--- src/sv/i2r_pkg.sv ---
package i2r_pkg;

    // Input range that converts to a numeral
    localparam logic [11:0] VALUE_MIN = 12'd1;
    localparam logic [11:0] VALUE_MAX = 12'd3999;

    // ASCII codes of the numeral letters
    localparam logic [7:0] CH_M = 8'h4D;
    localparam logic [7:0] CH_D = 8'h44;
    localparam logic [7:0] CH_C = 8'h43;
    localparam logic [7:0] CH_L = 8'h4C;
    localparam logic [7:0] CH_X = 8'h58;
    localparam logic [7:0] CH_V = 8'h56;
    localparam logic [7:0] CH_I = 8'h49;
    localparam logic [7:0] CH_NONE = 8'h00;

    // Greedy token table: M CM D CD C XC L XL X IX V IV I
    localparam int TOK_NUM = 13;
    localparam int TOK_IDX_W = 4;
    localparam logic [TOK_IDX_W-1:0] TOK_LAST = TOK_IDX_W'(TOK_NUM - 1);

    typedef struct packed {
        logic [11:0] weight;
        logic [7:0]  first;
        logic [7:0]  second;
        logic        pair;
    } tok_t;

    // Controller to datapath commands
    typedef struct packed {
        logic load;         // capture the input word
        logic step;         // emit first letter of the next token, subtract its weight
        logic emit_second;  // emit the held second letter of a pair token
        logic emit_error;   // emit the out-of-range word
    } i2r_cmd_t;

    // Datapath to controller status
    typedef struct packed {
        logic value_ok;       // input word lies in 1..3999
        logic out_free;       // output register can take a word this cycle
        logic two_char;       // selected token has two letters
        logic rem_zero_after; // remainder is zero once the selected token is taken
        logic rem_zero;       // stored remainder is zero
    } i2r_stat_t;

    function automatic tok_t tok_info(input logic [TOK_IDX_W-1:0] idx);
        tok_t t;
        case (idx)
            4'd0:    t = '{weight: 12'd1000, first: CH_M, second: CH_NONE, pair: 1'b0};
            4'd1:    t = '{weight: 12'd900,  first: CH_C, second: CH_M,    pair: 1'b1};
            4'd2:    t = '{weight: 12'd500,  first: CH_D, second: CH_NONE, pair: 1'b0};
            4'd3:    t = '{weight: 12'd400,  first: CH_C, second: CH_D,    pair: 1'b1};
            4'd4:    t = '{weight: 12'd100,  first: CH_C, second: CH_NONE, pair: 1'b0};
            4'd5:    t = '{weight: 12'd90,   first: CH_X, second: CH_C,    pair: 1'b1};
            4'd6:    t = '{weight: 12'd50,   first: CH_L, second: CH_NONE, pair: 1'b0};
            4'd7:    t = '{weight: 12'd40,   first: CH_X, second: CH_L,    pair: 1'b1};
            4'd8:    t = '{weight: 12'd10,   first: CH_X, second: CH_NONE, pair: 1'b0};
            4'd9:    t = '{weight: 12'd9,    first: CH_I, second: CH_X,    pair: 1'b1};
            4'd10:   t = '{weight: 12'd5,    first: CH_V, second: CH_NONE, pair: 1'b0};
            4'd11:   t = '{weight: 12'd4,    first: CH_I, second: CH_V,    pair: 1'b1};
            default: t = '{weight: 12'd1,    first: CH_I, second: CH_NONE, pair: 1'b0};
        endcase
        return t;
    endfunction

endpackage

--- src/sv/i2r_ctrl.sv ---
module i2r_ctrl
    import i2r_pkg::*;
(
    input  logic      clk,
    input  logic      rst_n,
    input  logic      item_valid,
    output logic      item_stall,
    input  i2r_stat_t stat,
    output i2r_cmd_t  cmd
);

    typedef enum logic [1:0] {
        S_IDLE,
        S_ERR,
        S_RUN,
        S_SECOND
    } state_t;

    state_t state_reg;
    state_t state_next;

    // Next state and command decode
    always_comb
    begin
        state_next = state_reg;
        cmd        = '0;
        case (state_reg)
            S_IDLE:
            begin
                if (item_valid)
                begin
                    cmd.load   = 1'b1;
                    state_next = stat.value_ok ? S_RUN : S_ERR;
                end
            end
            S_ERR:
            begin
                if (stat.out_free)
                begin
                    cmd.emit_error = 1'b1;
                    state_next     = S_IDLE;
                end
            end
            S_RUN:
            begin
                if (stat.out_free)
                begin
                    cmd.step = 1'b1;
                    if (stat.two_char)
                        state_next = S_SECOND;
                    else if (stat.rem_zero_after)
                        state_next = S_IDLE;
                end
            end
            S_SECOND:
            begin
                if (stat.out_free)
                begin
                    cmd.emit_second = 1'b1;
                    state_next      = stat.rem_zero ? S_IDLE : S_RUN;
                end
            end
            default:
            begin
                state_next = S_IDLE;
            end
        endcase
    end

    // State register
    always_ff @(posedge clk or negedge rst_n)
    begin
        if (!rst_n)
            state_reg <= S_IDLE;
        else
            state_reg <= state_next;
    end

    // New words only while no numeral is in progress
    assign item_stall = (state_reg != S_IDLE);

endmodule

--- src/sv/i2r_datapath.sv ---
module i2r_datapath
    import i2r_pkg::*;
(
    input  logic        clk,
    input  logic        rst_n,
    input  logic [11:0] value,
    input  i2r_cmd_t    cmd,
    output i2r_stat_t   stat,
    output logic        result_valid,
    input  logic        result_stall,
    output logic [7:0]  symbol,
    output logic        last,
    output logic        error
);

    logic [11:0]          rem_reg;
    logic [11:0]          rem_next;
    logic [7:0]           second_reg;
    logic [7:0]           second_next;
    logic                 out_valid_reg;
    logic                 out_valid_next;
    logic [7:0]           symbol_reg;
    logic [7:0]           symbol_next;
    logic                 last_reg;
    logic                 last_next;
    logic                 error_reg;
    logic                 error_next;
    logic [TOK_IDX_W-1:0] sel;
    tok_t                 tok;
    logic [11:0]          rem_sub;
    logic                 emit;

    // Largest token not above the remainder (weights descend with index)
    always_comb
    begin
        tok_t cand;
        sel = TOK_LAST;
        for (int i = TOK_NUM - 1; i >= 0; i--)
        begin
            cand = tok_info(TOK_IDX_W'(i));
            if (rem_reg >= cand.weight)
                sel = TOK_IDX_W'(i);
        end
    end

    assign tok     = tok_info(sel);
    assign rem_sub = rem_reg - tok.weight;
    assign emit    = cmd.step | cmd.emit_second | cmd.emit_error;

    // Status back to the controller
    assign stat.value_ok       = (value >= VALUE_MIN) && (value <= VALUE_MAX);
    assign stat.out_free       = !out_valid_reg || !result_stall;
    assign stat.two_char       = tok.pair;
    assign stat.rem_zero_after = (rem_sub == 12'd0);
    assign stat.rem_zero       = (rem_reg == 12'd0);

    // Remainder and held second letter
    always_comb
    begin
        rem_next    = rem_reg;
        second_next = second_reg;
        if (cmd.load)
            rem_next = value;
        else if (cmd.step)
        begin
            rem_next    = rem_sub;
            second_next = tok.second;
        end
    end

    // Output word
    always_comb
    begin
        symbol_next = symbol_reg;
        last_next   = last_reg;
        error_next  = error_reg;
        if (cmd.step)
        begin
            symbol_next = tok.first;
            last_next   = !tok.pair && (rem_sub == 12'd0);
            error_next  = 1'b0;
        end
        else if (cmd.emit_second)
        begin
            symbol_next = second_reg;
            last_next   = (rem_reg == 12'd0);
            error_next  = 1'b0;
        end
        else if (cmd.emit_error)
        begin
            symbol_next = CH_NONE;
            last_next   = 1'b1;
            error_next  = 1'b1;
        end
    end

    always_comb
    begin
        if (emit)
            out_valid_next = 1'b1;
        else if (!result_stall)
            out_valid_next = 1'b0;
        else
            out_valid_next = out_valid_reg;
    end

    // Control register
    always_ff @(posedge clk or negedge rst_n)
    begin
        if (!rst_n)
            out_valid_reg <= 1'b0;
        else
            out_valid_reg <= out_valid_next;
    end

    // Payload registers
    always_ff @(posedge clk)
    begin
        rem_reg    <= rem_next;
        second_reg <= second_next;
        symbol_reg <= symbol_next;
        last_reg   <= last_next;
        error_reg  <= error_next;
    end

    assign result_valid = out_valid_reg;
    assign symbol       = symbol_reg;
    assign last         = last_reg;
    assign error        = error_reg;

endmodule

--- src/sv/integer_to_roman_numeral_unit.sv ---
// A word is loaded into the remainder register; letters go to the output register.
// A new word waits until the previous one's last letter or error word is written;
// one letter per cycle from the greedy token unit while the output is not stalled.
// Output is registered; a held result stalls letter and error-word generation only.
// Reset: rst_n is asynchronous, active low; controller idles and the output is empty.
module integer_to_roman_numeral_unit
    import i2r_pkg::*;
(
    input  logic        clk,
    input  logic        rst_n,
    input  logic        item_valid,
    output logic        item_stall,
    input  logic [11:0] value,
    output logic        result_valid,
    input  logic        result_stall,
    output logic [7:0]  symbol,
    output logic        last,
    output logic        error
);

    i2r_cmd_t  cmd;
    i2r_stat_t stat;

    i2r_ctrl u_ctrl (
        .clk        (clk),
        .rst_n      (rst_n),
        .item_valid (item_valid),
        .item_stall (item_stall),
        .stat       (stat),
        .cmd        (cmd)
    );

    i2r_datapath u_datapath (
        .clk          (clk),
        .rst_n        (rst_n),
        .value        (value),
        .cmd          (cmd),
        .stat         (stat),
        .result_valid (result_valid),
        .result_stall (result_stall),
        .symbol       (symbol),
        .last         (last),
        .error        (error)
    );

endmodule
--- config.mk ---
export PLATFORM = sky130hd
export DESIGN_NAME = integer_to_roman_numeral_unit
export DESIGN_NICKNAME = d
export VERILOG_FILES = /design/src/sv/i2r_pkg.sv /design/src/sv/i2r_ctrl.sv /design/src/sv/i2r_datapath.sv /design/src/sv/integer_to_roman_numeral_unit.sv
export SDC_FILE = /design/constraint.sdc
export NUM_CORES = 1
export LEC_CHECK = 0
export BUFFER_PORTS_ARGS = -buffer_cell sky130_fd_sc_hd__buf_4
export CORE_ASPECT_RATIO = 0.5
export CORE_MARGIN = 2
export CORE_UTILIZATION = 28
export CTS_BUF_LIST = sky130_fd_sc_hd__clkbuf_16
export DETAILED_ROUTE_END_ITERATION = 8
export PLACE_DENSITY = 0.48
export SLEW_MARGIN = 20
export SYNTH_ARGS = -nofsm -noshare
export SYNTH_HDL_FRONTEND = slang
export SYNTH_HIERARCHICAL = 1
export SYNTH_SLANG_ARGS = --single-unit
--- constraint.sdc ---
create_clock -name clk -period 7.5 [get_ports clk]
set_clock_uncertainty 0.2 [all_clocks]
set_input_delay 0.75 -clock clk [delete_from_list [all_inputs] [get_ports clk]]
set_output_delay 0.75 -clock clk [all_outputs]
set_load 0.01 [all_outputs]
* Word level (Yosys, flattened, before mapping) *
Memories as Yosys holds them, arrays and structs flattened.
Index checks and enable logic that the tools add are counted.

word-level totals
  bits in writable memories = 0
  flip-flop bits (word level) = 33
  bits in read-only memories = 352
  input bits = 16
  memories kept = 1
  bits in latches = 0

cells by class
  shift-type cells = 0
  magnitude comparators = 14
  multipliers = 0
  reduce and logical (&&, ||, !) cells = 15
  bitwise gates (word level) = 3
  divide/modulo/power cells = 0
  mux-type cells = 37
  add/subtract/negate cells = 1
  eq/ne operators = 9

memories
  name              depth  bits a word  rd ports  clocked after memory_dff  wr ports  RTL line       text
  (name not given)  16     22           1         0                         0         i2r_pkg.sv:48  case (idx)

operator list
  operator              number
  $mux 4                11
  $ge 12x10->1 const B  2
  $ge 12x3->1 const B   2
  $ge 12x4->1 const B   2
  $ge 12x6->1 const B   2
  $ge 12x7->1 const B   2
  $ge 12x9->1 const B   2
  $logic_not 12->1      2
  $mux 12               2
  $mux 8                3
  $mux 2                8
  $ge 12x1->1 const B   1
  $le 12x12->1 const B  1
  $sub 12x12->12        1
  $mux 1                11
  $ne 2x2->1 const B    4
  $pmux 2 s4            1
  $reduce_and 5->1      1
  $eq 2x2->1 const B    2
  $reduce_bool 2->1     2
  $logic_not 1->1       3
  $mux 3                1
  $ne 3x2->1 const B    1
  $reduce_bool 3->1     1
  other kinds (9)       11

* Depth between registers and ports, before layout *
Gate-level depths: netlist of the first run.
An unclocked memory read counts as a cell.

  word-level depth = 20
  gate-level depth with buffers = 22
  depth with buffers taken out = 21

* By module *
Netlist of the first run, hierarchy kept.

by module, submodules not included
  module        area each (µm²)  sequential area each (µm²)  cells each  instances
  i2r_datapath  2349.8           795.8                       257         1
  i2r_ctrl      147.6            50.0                        17          1

* Worst setup path before layout of the first run *
Ideal clock, no wire load.

  path kind = register to register
  start point = register u_datapath.rem_reg[6]
  end point = register u_ctrl.state_reg[1]
  cell stages (with the launch flop) = 22
  setup slack = 3101 ps
  setup time = 78 ps
  data arrival time = 4121 ps
  cells stage by stage = edfxtp_1 -> buf_6 -> nor3_4 -> o21ai_2 -> a2111oi_4 -> a41oi_2 -> nand2_4 -> inv_2 -> ha_1 -> nor3_1 -> a21oi_1 -> ha_1 -> buf_6 -> a21o_1 -> a31oi_1 -> nand2_1 -> o41ai_2 -> xnor2_1 -> and4b_4 -> and2_1 -> o311ai_1 -> o2bb2ai_1

RTL lines
  element                 RTL line             text
  from (decl)             i2r_datapath.sv:16   logic [11:0] rem_reg;
  from (signal assigned)  i2r_datapath.sv:119  rem_reg <= rem_next;
  to (signal assigned)    i2r_ctrl.sv:76       state_reg <= state_next;
  to (decl)               i2r_ctrl.sv:19       state_t state_reg;

==> results of run 1 <==
-- path summary, 6_finish.rpt --
| kind | startpoint | slack [ns] | to | depth (start not counted) |
|---|---|---|---|---|
| worst max-delay path | u_datapath/rem_reg[6]$_DFFE_PP_ | 2.54 | u_ctrl/state_reg[1]$_DFFE_PN0P_ | 21 |
| max in group asynchronous | rst_n | 6.95 | u_ctrl/state_reg[1]$_DFFE_PN0P_ | 1 |
| worst max register to register | u_datapath/rem_reg[6]$_DFFE_PP_ | 2.54 | u_ctrl/state_reg[1]$_DFFE_PN0P_ | 21 |
| worst min register to register | u_datapath/error$_SDFFE_PP0P_ | 0.29 | u_datapath/error$_SDFFE_PP0P_ | 2 |
| min in group clk | u_datapath/error$_SDFFE_PP0P_ | 0.29 | u_datapath/error$_SDFFE_PP0P_ | 2 |
| worst min-delay path | rst_n | 0.05 | u_ctrl/state_reg[0]$_DFFE_PN0P_ | 1 |
-- worst max-delay path, stage by stage, from the launching register on --
cell       delay (ns)
edfxtp_1         0.55
nor3_4           0.42
o21ai_2          0.13
a2111oi_4        0.38
a41oi_2          0.12
nand2_4          0.20
inv_2            0.08
ha_1             0.32
nor2_1           0.11
a21oi_1          0.05
nor2_1           0.22
inv_1            0.08
ha_1             0.26
nor2b_1          0.16
o31ai_1          0.35
a21oi_1          0.17
a21o_1           0.22
a21oi_1          0.18
xor2_1           0.27
and2_1           0.17
o311ai_1         0.08
o2bb2ai_1        0.13
-- per-stage QoR --
step	power, mW	setup WS, ns	std cells	instance area, um2
6_report	1.56	2.54	415	2900
5_1_grt	1.72	2.03	415	2900
4_1_cts	1.57	2.51	415	2900
3_5_place_dp	1.38	2.54	407	2770
3_3_place_gp	1.38	2.60	407	2770
2_1_floorplan	1.15	3.10	275	2500
-- cell type report --
class / count / area share (%)
sequential: 29 / 29.1
inverter: 13 / 1.68
timing repair buffer: 27 / 6.98
clock buffer: 5 / 4.31
multi-input combinational: 221 / 52.4
tap: 117 / 5.04
clock inverter: 3 / 0.474
-- placed cells by master, fill, tap and decap left out, drive strengths merged, types with 3 or more instances in the layout --
| master | count |
|---|---|
| nand2 | 32 |
| buf | 27 |
| o21ai | 27 |
| edfxtp | 25 |
| nor2 | 20 |
| a21oi | 19 |
| ha | 16 |
| inv | 14 |
| nand3 | 9 |
| xnor2 | 7 |
| or3 | 6 |
| nor3 | 6 |
| clkbuf | 5 |
| nand2b | 5 |
| nor4 | 5 |
| a21o | 5 |
| a31oi | 5 |
| nor2b | 4 |
| o2111ai | 4 |
| dfrtp | 3 |
| o21a | 3 |
| o211ai | 3 |
| and2 | 3 |
| o31ai | 3 |
| a32oi | 3 |
-- per-layer routing --
metal	part of all wire (%)	track usage [%]
met2	42	19.1
met4	2.6	6.99
met3	5.6	3.30
met5	0	0
met1	50	19.3
-- kinds of logic after synthesis --
group                    synth area share (%)
flip-flops                               33.9
adder cells (fa/ha/maj)                  8.82
AO/OA/AOI/OAI                            24.4
multiplexers                            0.802
other                                   0.150
XOR/XNOR                                 3.16
buffers and inverters                    5.36
AND/OR/NAND/NOR                          23.4
-- report_power, final --
group	switching, mW	internal (mW)
sequential	0.0929	0.324
clock	0.0674	0.120
combinational	0.566	0.392
total	0.726	0.836
==> impl_metrics.json, run 1 <==
{
  "start_util_pct": 28.8,
  "drv_cap": 0,
  "multiInputGateArea_mm2": 0.00152,
  "post_drt_via_cell_ratio": 5.12,
  "synth-main-ff-cell": "edfxtp_1",
  "ys_seq_area_share_pct": 33.9,
  "ys_seq_elements": 29,
  "tightest_slew_ns": 0.953,
  "overflow": 0,
  "antennaDiodeCount": 0,
  "avgRoutedWirePerCell_um": 14.8,
  "cp-start-kind": "flop",
  "core_area_mm2": 0.00868,
  "grt_first_pass_wirelength_mm": 10.2,
  "drt-initial-drc-count": 128,
  "ys_warn_count": 6,
  "max-slew-margin-rel_pct": 36.2,
  "antenna_found_initial": 0,
  "synth_cells": 274,
  "root_buffer": "clkbuf_16",
  "synthArstFlopShare_pct": 10.3,
  "ant_nets": 0,
  "htree_levels": 2,
  "netlist.area_leader.share_pct": 30.1,
  "grt_max_degree": 26,
  "die_w_um": 138,
  "drive_above_1_share_pct": 18.8,
  "cts_tree": "built",
  "finalHoldViolations": 0,
  "clockBufferDepth": 2,
  "setup_viol": 0,
  "final_core_util_pct": 33.5,
  "die_h_um": 70.8,
  "postCtsSetupRepairBufs": 0,
  "drc": 0,
  "hpwlAfterDp_mm": 4.89,
  "first_global_vias": 1973,
  "holdBufCountCts": 0,
  "cts_inserted_buffers": 5,
  "cp.arrival_ns": 4.91,
  "area_delta_synth_final_pct": 16.3,
  "fillers": 878,
  "ir_worst_vdd_uv": 145,
  "ys_types": 70,
  "vias": 2125,
  "drt_wl_total_mm": 6.15,
  "cts_sinks": 29,
  "netlist_top_cells_count": "nand2_1, edfxtp_1, o21ai_0, nor2_1, a21oi_1",
  "yosys.area.top_type": "edfxtp_1",
  "syn_area_mm2": 0.00250,
  "drv_slew": 0,
  "avgSynthCellArea_um2": 9.11,
  "status": "completed",
  "grtUsageTotal_pct": 13.6,
  "hold_class": "input pin to asynchronous set/reset pin",
  "rows": 24,
  "crit_path_max_fanout": 9,
  "io_pins": 28,
  "synth_most_common_cell": "nand2_1",
  "clk_latency_ns": 0.27,
  "power_density_mw_per_mm2": 538,
  "path_class": "flop to flop",
  "finalSetupTns_ns": 0,
  "cts_resized": 0,
  "fin_crit_sh_pct": 66.1,
  "fin_nets": 330,
  "endpoint_kind": "flop",
  "required_ns": 7.46,
  "ys_top_cells_by_area": "edfxtp_1, ha_1, o21ai_0",
  "leakagePower_nw": 1.15,
  "seqCellArea_um2": 846,
  "routabilityCongestion": 0.916,
  "synth_edf_count": 25,
  "clk_pin_slew_worst_paths_ns": 0.05,
  "period_needed_ns": 4.96,
  "hold_slack_ns": 0.0538,
  "firstDrtPassIters": 4,
  "dieArea_mm2": 0.00974,
  "fmax_mhz": 202,
  "largest_reg_flops": 12,
  "rsz0062_at_grt": "no",
  "io_buffers": 25
}
No activity file was read; power rests on OpenSTA's default activity.
==> run 2: changes to the inputs <==
- PLACE_DENSITY: 0.48 -> 0.5
- clock period: 7.5 -> 4.1 ns (I/O delays scaled with it)
==> impl_metrics.json, run 2 (same netlist as run 1, synthesis figures left out) <==
{
  "core_area_mm2": 0.00868,
  "drv_slew": 0,
  "clockBufferDepth": 2,
  "ant_nets": 0,
  "fin_nets": 416,
  "setup_viol": 6,
  "largest_reg_flops": 12,
  "start_util_pct": 28.8,
  "clk_pin_slew_worst_paths_ns": 0.05,
  "endpoint_kind": "flop",
  "p_sw_mw": 1.73,
  "fin_ws_ns": -0.448,
  "io_pins": 28,
  "rsz0062_at_grt": "yes",
  "crit_chain": "buf_6, and4bb_1, o21ai_2, a2111oi_4, a41oi_2, nand2_4, inv_6, ha_4, buf_6, nor3_4, a21oi_2, ha_1, or3_1, a21oi_2, a21oi_4, xnor2_2, nand4_1, and4b_4, and2_4, o311ai_2, o2bb2ai_1",
  "post_drt_via_cell_ratio": 4.99,
  "drt-initial-drc-count": 133,
  "final_core_util_pct": 44.3,
  "timing.rr.end": "u_ctrl/state_reg[1]$_DFFE_PN0P_",
  "grt_first_pass_wirelength_mm": 11.7,
  "leakagePower_nw": 1.61,
  "intPower_mw": 2.38,
  "root_buffer": "clkbuf_16",
  "cp.arrival_ns": 4.51,
  "overflow": 0,
  "seq_power_share_pct": 17.2,
  "cts_inserted_buffers": 5,
  "rows": 24,
  "vias": 2501,
  "path_class": "flop to flop",
  "instances_no_fill": 501,
  "holdPathStages": 3,
  "drv_cap": 0,
  "clockPowerShare_pct": 8.7,
  "dieArea_mm2": 0.00974,
  "rr_startpoint": "u_datapath/rem_reg[1]$_DFFE_PP_",
  "grt_max_degree": 26,
  "status": "complete, but fails checks",
  "ir_worst_vdd_uv": 360,
  "antennaDiodeCount": 0,
  "antenna_found_initial": 0,
  "crit_path_max_fanout": 4,
  "cts_sinks": 29,
  "cpPeakStageDelay_ns": 0.47,
  "cp-start-kind": "flop",
  "crit_buf_inv": 3,
  "max-slew-margin-rel_pct": 61.3,
  "hpwlAfterDp_mm": 5.52,
  "cp_slowest_cell": "edfxtp_1",
  "hold_class": "input pin to flop",
  "period_needed_ns": 4.55,
  "power_density_mw_per_mm2": 1070,
  "fin_crit_sh_pct": 111,
  "die_w_um": 138,
  "pwr-share-comb_pct": 74.1,
  "p_total_mw": 4.11,
  "violations": "negative setup slack",
  "first_global_vias": 2381,
  "avgRoutedWirePerCell_um": 14.8,
  "grtUsageTotal_pct": 15.4,
  "cts_tree": "built",
  "layout_commonest_cell": "buf_4",
  "finalHoldViolations": 0,
  "drc": 0,
  "die_h_um": 70.8,
  "required_ns": 4.06,
  "switching_share_pct": 42.1,
  "cpLargestDelayFamily": "simple AND/OR/NAND/NOR gates",
  "min-delay-start": "value[3]",
  "clk_latency_ns": 0.28,
  "htree_levels": 2,
  "area_delta_synth_final_pct": 54.0,
  "io_buffers": 25,
  "layout_common_cells": "buf_4, nand2_1, edfxtp_1",
  "fmax_mhz": 220,
  "routabilityCongestion": 0.896,
  "whs_endpoint": "u_datapath/rem_reg[3]$_DFFE_PP_",
  "firstDrtPassIters": 4,
  "drive_above_1_share_pct": 47.4,
  "rrSetupSlack_ns": -0.45,
  "tightest_slew_ns": 0.579,
  "drt_wl_total_mm": 7.41,
  "r2r_cells": 21,
  "dp.cells": 466
}
## run 2: changes by cell type in the layout (fill, tap and decap cells not counted), sizes merged
cell	delta
buf	+85
clkinvlp	+1
dlygate4sd3	+1
inv	-1
## run 2: through the flow
| step | setup slack, ns | setup TNS, ns | instance area, um2 | hold slack, ns |
|---|---|---|---|---|
| global placement | -0.496 | -1.42 | 3240 | 0.000768 |
| finish | -0.448 | -1.28 | 3840 | 0.222 |
| global route | -0.592 | -2.19 | 3840 | 0.255 |
| floorplan | -0.0705 | -0.0705 | 2540 | -0.0856 |
| detailed placement | -0.491 | -1.51 | 3240 | 0.00402 |
| CTS | -0.316 | -0.655 | 3630 | 0.223 |
## run 2: layout make-up
type | count | area (um2)
Fill cell | 832 | 4830
Clock buffer | 5 | 125
Clock inverter | 3 | 17.5
Sequential cell | 29 | 846
Multi-Input combinational cell | 221 | 1790
Timing Repair Buffer | 113 | 866
Tap cell | 117 | 146
Inverter | 13 | 53.8
## run 2: power by group through the flow
stage | logic, mW | registers, mW | clock network [mW]
4_1_cts | 2.73 | 0.703 | 0.361
3_3_place_gp | 2.44 | 0.712 | 0
6_report | 3.05 | 0.708 | 0.355
5_1_grt | 3.33 | 0.726 | 0.371
3_5_place_dp | 2.46 | 0.717 | 0
2_1_floorplan | 1.42 | 0.718 | 0
## run 2: how the worst max path moves through the flow
| stage | from | endpoint | slack [ns] | cells after the start |
|---|---|---|---|---|
| after floorplan | u_datapath/rem_reg[5]$_DFFE_PP_ | u_ctrl/state_reg[1]$_DFFE_PN0P_ | -0.07 | 22 |
| after global placement | u_datapath/rem_reg[3]$_DFFE_PP_ | u_ctrl/state_reg[1]$_DFFE_PN0P_ | -0.50 | 22 |
| after detailed placement | u_datapath/rem_reg[1]$_DFFE_PP_ | u_ctrl/state_reg[1]$_DFFE_PN0P_ | -0.49 | 21 |
| after CTS | u_datapath/rem_reg[3]$_DFFE_PP_ | u_ctrl/state_reg[1]$_DFFE_PN0P_ | -0.32 | 21 |
| after global routing | u_datapath/rem_reg[1]$_DFFE_PP_ | u_ctrl/state_reg[1]$_DFFE_PN0P_ | -0.59 | 21 |
| final | u_datapath/rem_reg[1]$_DFFE_PP_ | u_ctrl/state_reg[1]$_DFFE_PN0P_ | -0.45 | 21 |
## run 2: per-layer routing
metal  vias up  wire, um  global-route usage [%]
met5         -         0                       0
li1       1237         -                       -
met3        15       264                    3.08
met4         0       145                    4.70
met1      1200      3610                    21.4
met2        49      3390                    24.4
## run 2: worst min-delay path, cell delays in order
cell and delay [ns]:
buf_4 0.08, nand2_1 0.04, o21ai_0 0.05
## run 2: what timing repair did
| item | CTS | global route |
|---|---|---|
| setup buffers | 15 | 14 |
| endpoints found under the setup margin | 7 | 8 |
| resized for setup | 27 | 28 |
| hold buffers | 1 | 0 |
| endpoints found under the hold margin | 3 | 0 |
| pin swaps | 23 | 14 |
==> run 3: changes to the inputs <==
- ABC_AREA: unset -> 1
==> impl_metrics.json, run 3 <==
{
  "status": "complete, but fails checks",
  "violations": "negative setup slack",
  "drive_above_1_share_pct": 44.8,
  "use_met2_pct": 25.1,
  "start_util_pct": 29.1,
  "rsz0062_at_grt": "yes",
  "cts_inserted_buffers": 5,
  "setup_viol": 3,
  "area_delta_synth_final_pct": 56.9,
  "timing.rr.end": "u_ctrl/state_reg[0]$_DFFE_PN0P_",
  "rrSetupSlack_ns": -0.09,
  "grt.busiest_layer": "met2",
  "largest_reg_flops": 12,
  "fin_ws_ns": -0.0942,
  "endpoint_kind": "flop",
  "ant_nets": 0,
  "avgRoutedWirePerCell_um": 12.5,
  "crit_start": "u_datapath/rem_reg[11]$_DFFE_PP_",
  "netlist_top_cells_count": "nand2_1, inv_1, nor2_1, edfxtp_1, ha_1",
  "die_w_um": 139,
  "ys_seq_area_share_pct": 33.1,
  "cp-start-kind": "flop",
  "root_buffer": "clkbuf_16",
  "firstDrtPassIters": 4,
  "fin_crit_sh_pct": 102,
  "drt_wl_total_mm": 7.33,
  "netlist.area_leader.share_pct": 29.4,
  "path_class": "flop to flop",
  "cp.arrival_ns": 4.16,
  "hold_slack_ns": 0.199,
  "crit_path_max_fanout": 3,
  "cpLargestDelayFamily": "simple AND/OR/NAND/NOR gates",
  "drt-initial-drc-count": 150,
  "die_h_um": 71.6,
  "crit_buf_inv": 3,
  "layout_commonest_cell": "buf_4",
  "required_ns": 4.07,
  "max-slew-margin-rel_pct": 59.8,
  "drv_slew": 0,
  "cp_slowest_cell": "edfxtp_1",
  "first_global_vias": 2498,
  "tightest_slew_ns": 0.603,
  "synth_most_common_cell": "nand2_1",
  "fmax_mhz": 238,
  "synth_cells": 352,
  "antenna_found_initial": 0,
  "min-delay-start": "result_stall",
  "hold_class": "input pin to flop",
  "layout_common_cells": "buf_4, nand2_1, inv_1",
  "io_pins": 28,
  "antennaDiodeCount": 0,
  "grt_first_pass_wirelength_mm": 12.0,
  "cpPeakStageDelay_ns": 0.42,
  "yosys.area.top_type": "edfxtp_1",
  "grtUsageMet1_pct": 20.5,
  "grtUsageTotal_pct": 15.3,
  "ys_warn_count": 6,
  "fin_nets": 501,
  "ys_types": 42,
  "drv_cap": 0,
  "crit_end": "u_ctrl/state_reg[0]$_DFFE_PN0P_",
  "htree_levels": 2,
  "ys_seq_elements": 29,
  "grt_max_degree": 23,
  "overflow": 0,
  "routabilityCongestion": 0.853,
  "clk_latency_ns": 0.28,
  "cts_tree": "built",
  "synthArstFlopShare_pct": 10.3,
  "grtUsageMet3_pct": 3.81,
  "ys_top_cells_by_area": "edfxtp_1, nand2_1, ha_1",
  "r2r_cells": 27,
  "period_needed_ns": 4.19,
  "cts_sinks": 29,
  "post_drt_via_cell_ratio": 4.39,
  "hpwlAfterDp_mm": 5.55,
  "clk_pin_slew_worst_paths_ns": 0.05,
  "io_buffers": 25,
  "rr_startpoint": "u_datapath/rem_reg[11]$_DFFE_PP_",
  "syn_area_mm2": 0.00256,
  "clockBufferDepth": 2,
  "synth_edf_count": 25,
  "finalHoldViolations": 0,
  "dieArea_mm2": 0.00996,
  "worst-path-stages": 27,
  "core_area_mm2": 0.00880,
  "synth-main-ff-cell": "edfxtp_1",
  "drc": 0,
  "avgSynthCellArea_um2": 7.27,
  "rows": 24,
  "vias": 2570
}
run 3: worst min-delay path by stage:
stage,endpoint,slack [ns],cells after the start
finish,u_datapath/result_valid$_DFFE_PN0P_,0.20,3
global route,u_datapath/result_valid$_DFFE_PN0P_,0.21,3
CTS,u_datapath/result_valid$_DFFE_PN0P_,0.20,3
detailed placement,u_ctrl/state_reg[0]$_DFFE_PN0P_,0.003,1
global placement,u_ctrl/state_reg[0]$_DFFE_PN0P_,0.003,1
floorplan,u_ctrl/state_reg[0]$_DFFE_PN0P_,-0.09,0
run 3: cells by family after synthesis:
group	synth area share, %
and+or+nand+nor	33.8
buffers and inverters	9.34
AOI/OAI and AO/OA	11.6
DFF	33.1
adders and majority gates	8.61
xor gates and xnor gates	3.42
other	0.147
run 3: worst min-delay path: stages:
cell and delay, ns:
buf_4 0.08, nand2_1 0.08, nand2_1 0.07
run 3: what timing repair did:
action | in CTS | in global routing
resized for setup | 32 | 42
pin swaps | 30 | 32
endpoints found under the setup margin | 3 | 10
buffers inserted | 13 | 8
endpoints found under the hold margin | 3 | 0
hold buffers | 1 | 0
run 3: area by class of cell:
cell class / count / area, um2
inverters: 54 / 206
fillers: 892 / 4780
flip-flops and latches: 29 / 846
repair buffers: 114 / 873
well taps: 117 / 146
multi-input cells: 264 / 1780
clock inverters: 3 / 37.5
clock buffers: 5 / 125
run 3: through the flow:
stage | utilization (%) | setup WS, ns | TNS (ns) | area, um2 | instances
finish | 45.6 | -0.0942 | -0.255 | 4010 | 586
CTS | 42.8 | -0.0493 | -0.0950 | 3770 | 579
global placement | 38.4 | -0.216 | -0.542 | 3380 | 558
floorplan | - | 0.176 | 0 | 2560 | 353
global route | 45.6 | -0.401 | -1.36 | 4010 | 586
detailed placement | 38.4 | -0.266 | -0.659 | 3380 | 558
run 3: layer usage:
metal	wire (um)	up-vias
li1	-	1369
met1	3730	1158
met2	3260	36
met3	273	7
met4	80	0
met5	0	-
Power of run 3 is not shown: default switching activity piles up to over one toggle a cycle in this logic, so the estimate is an artifact.
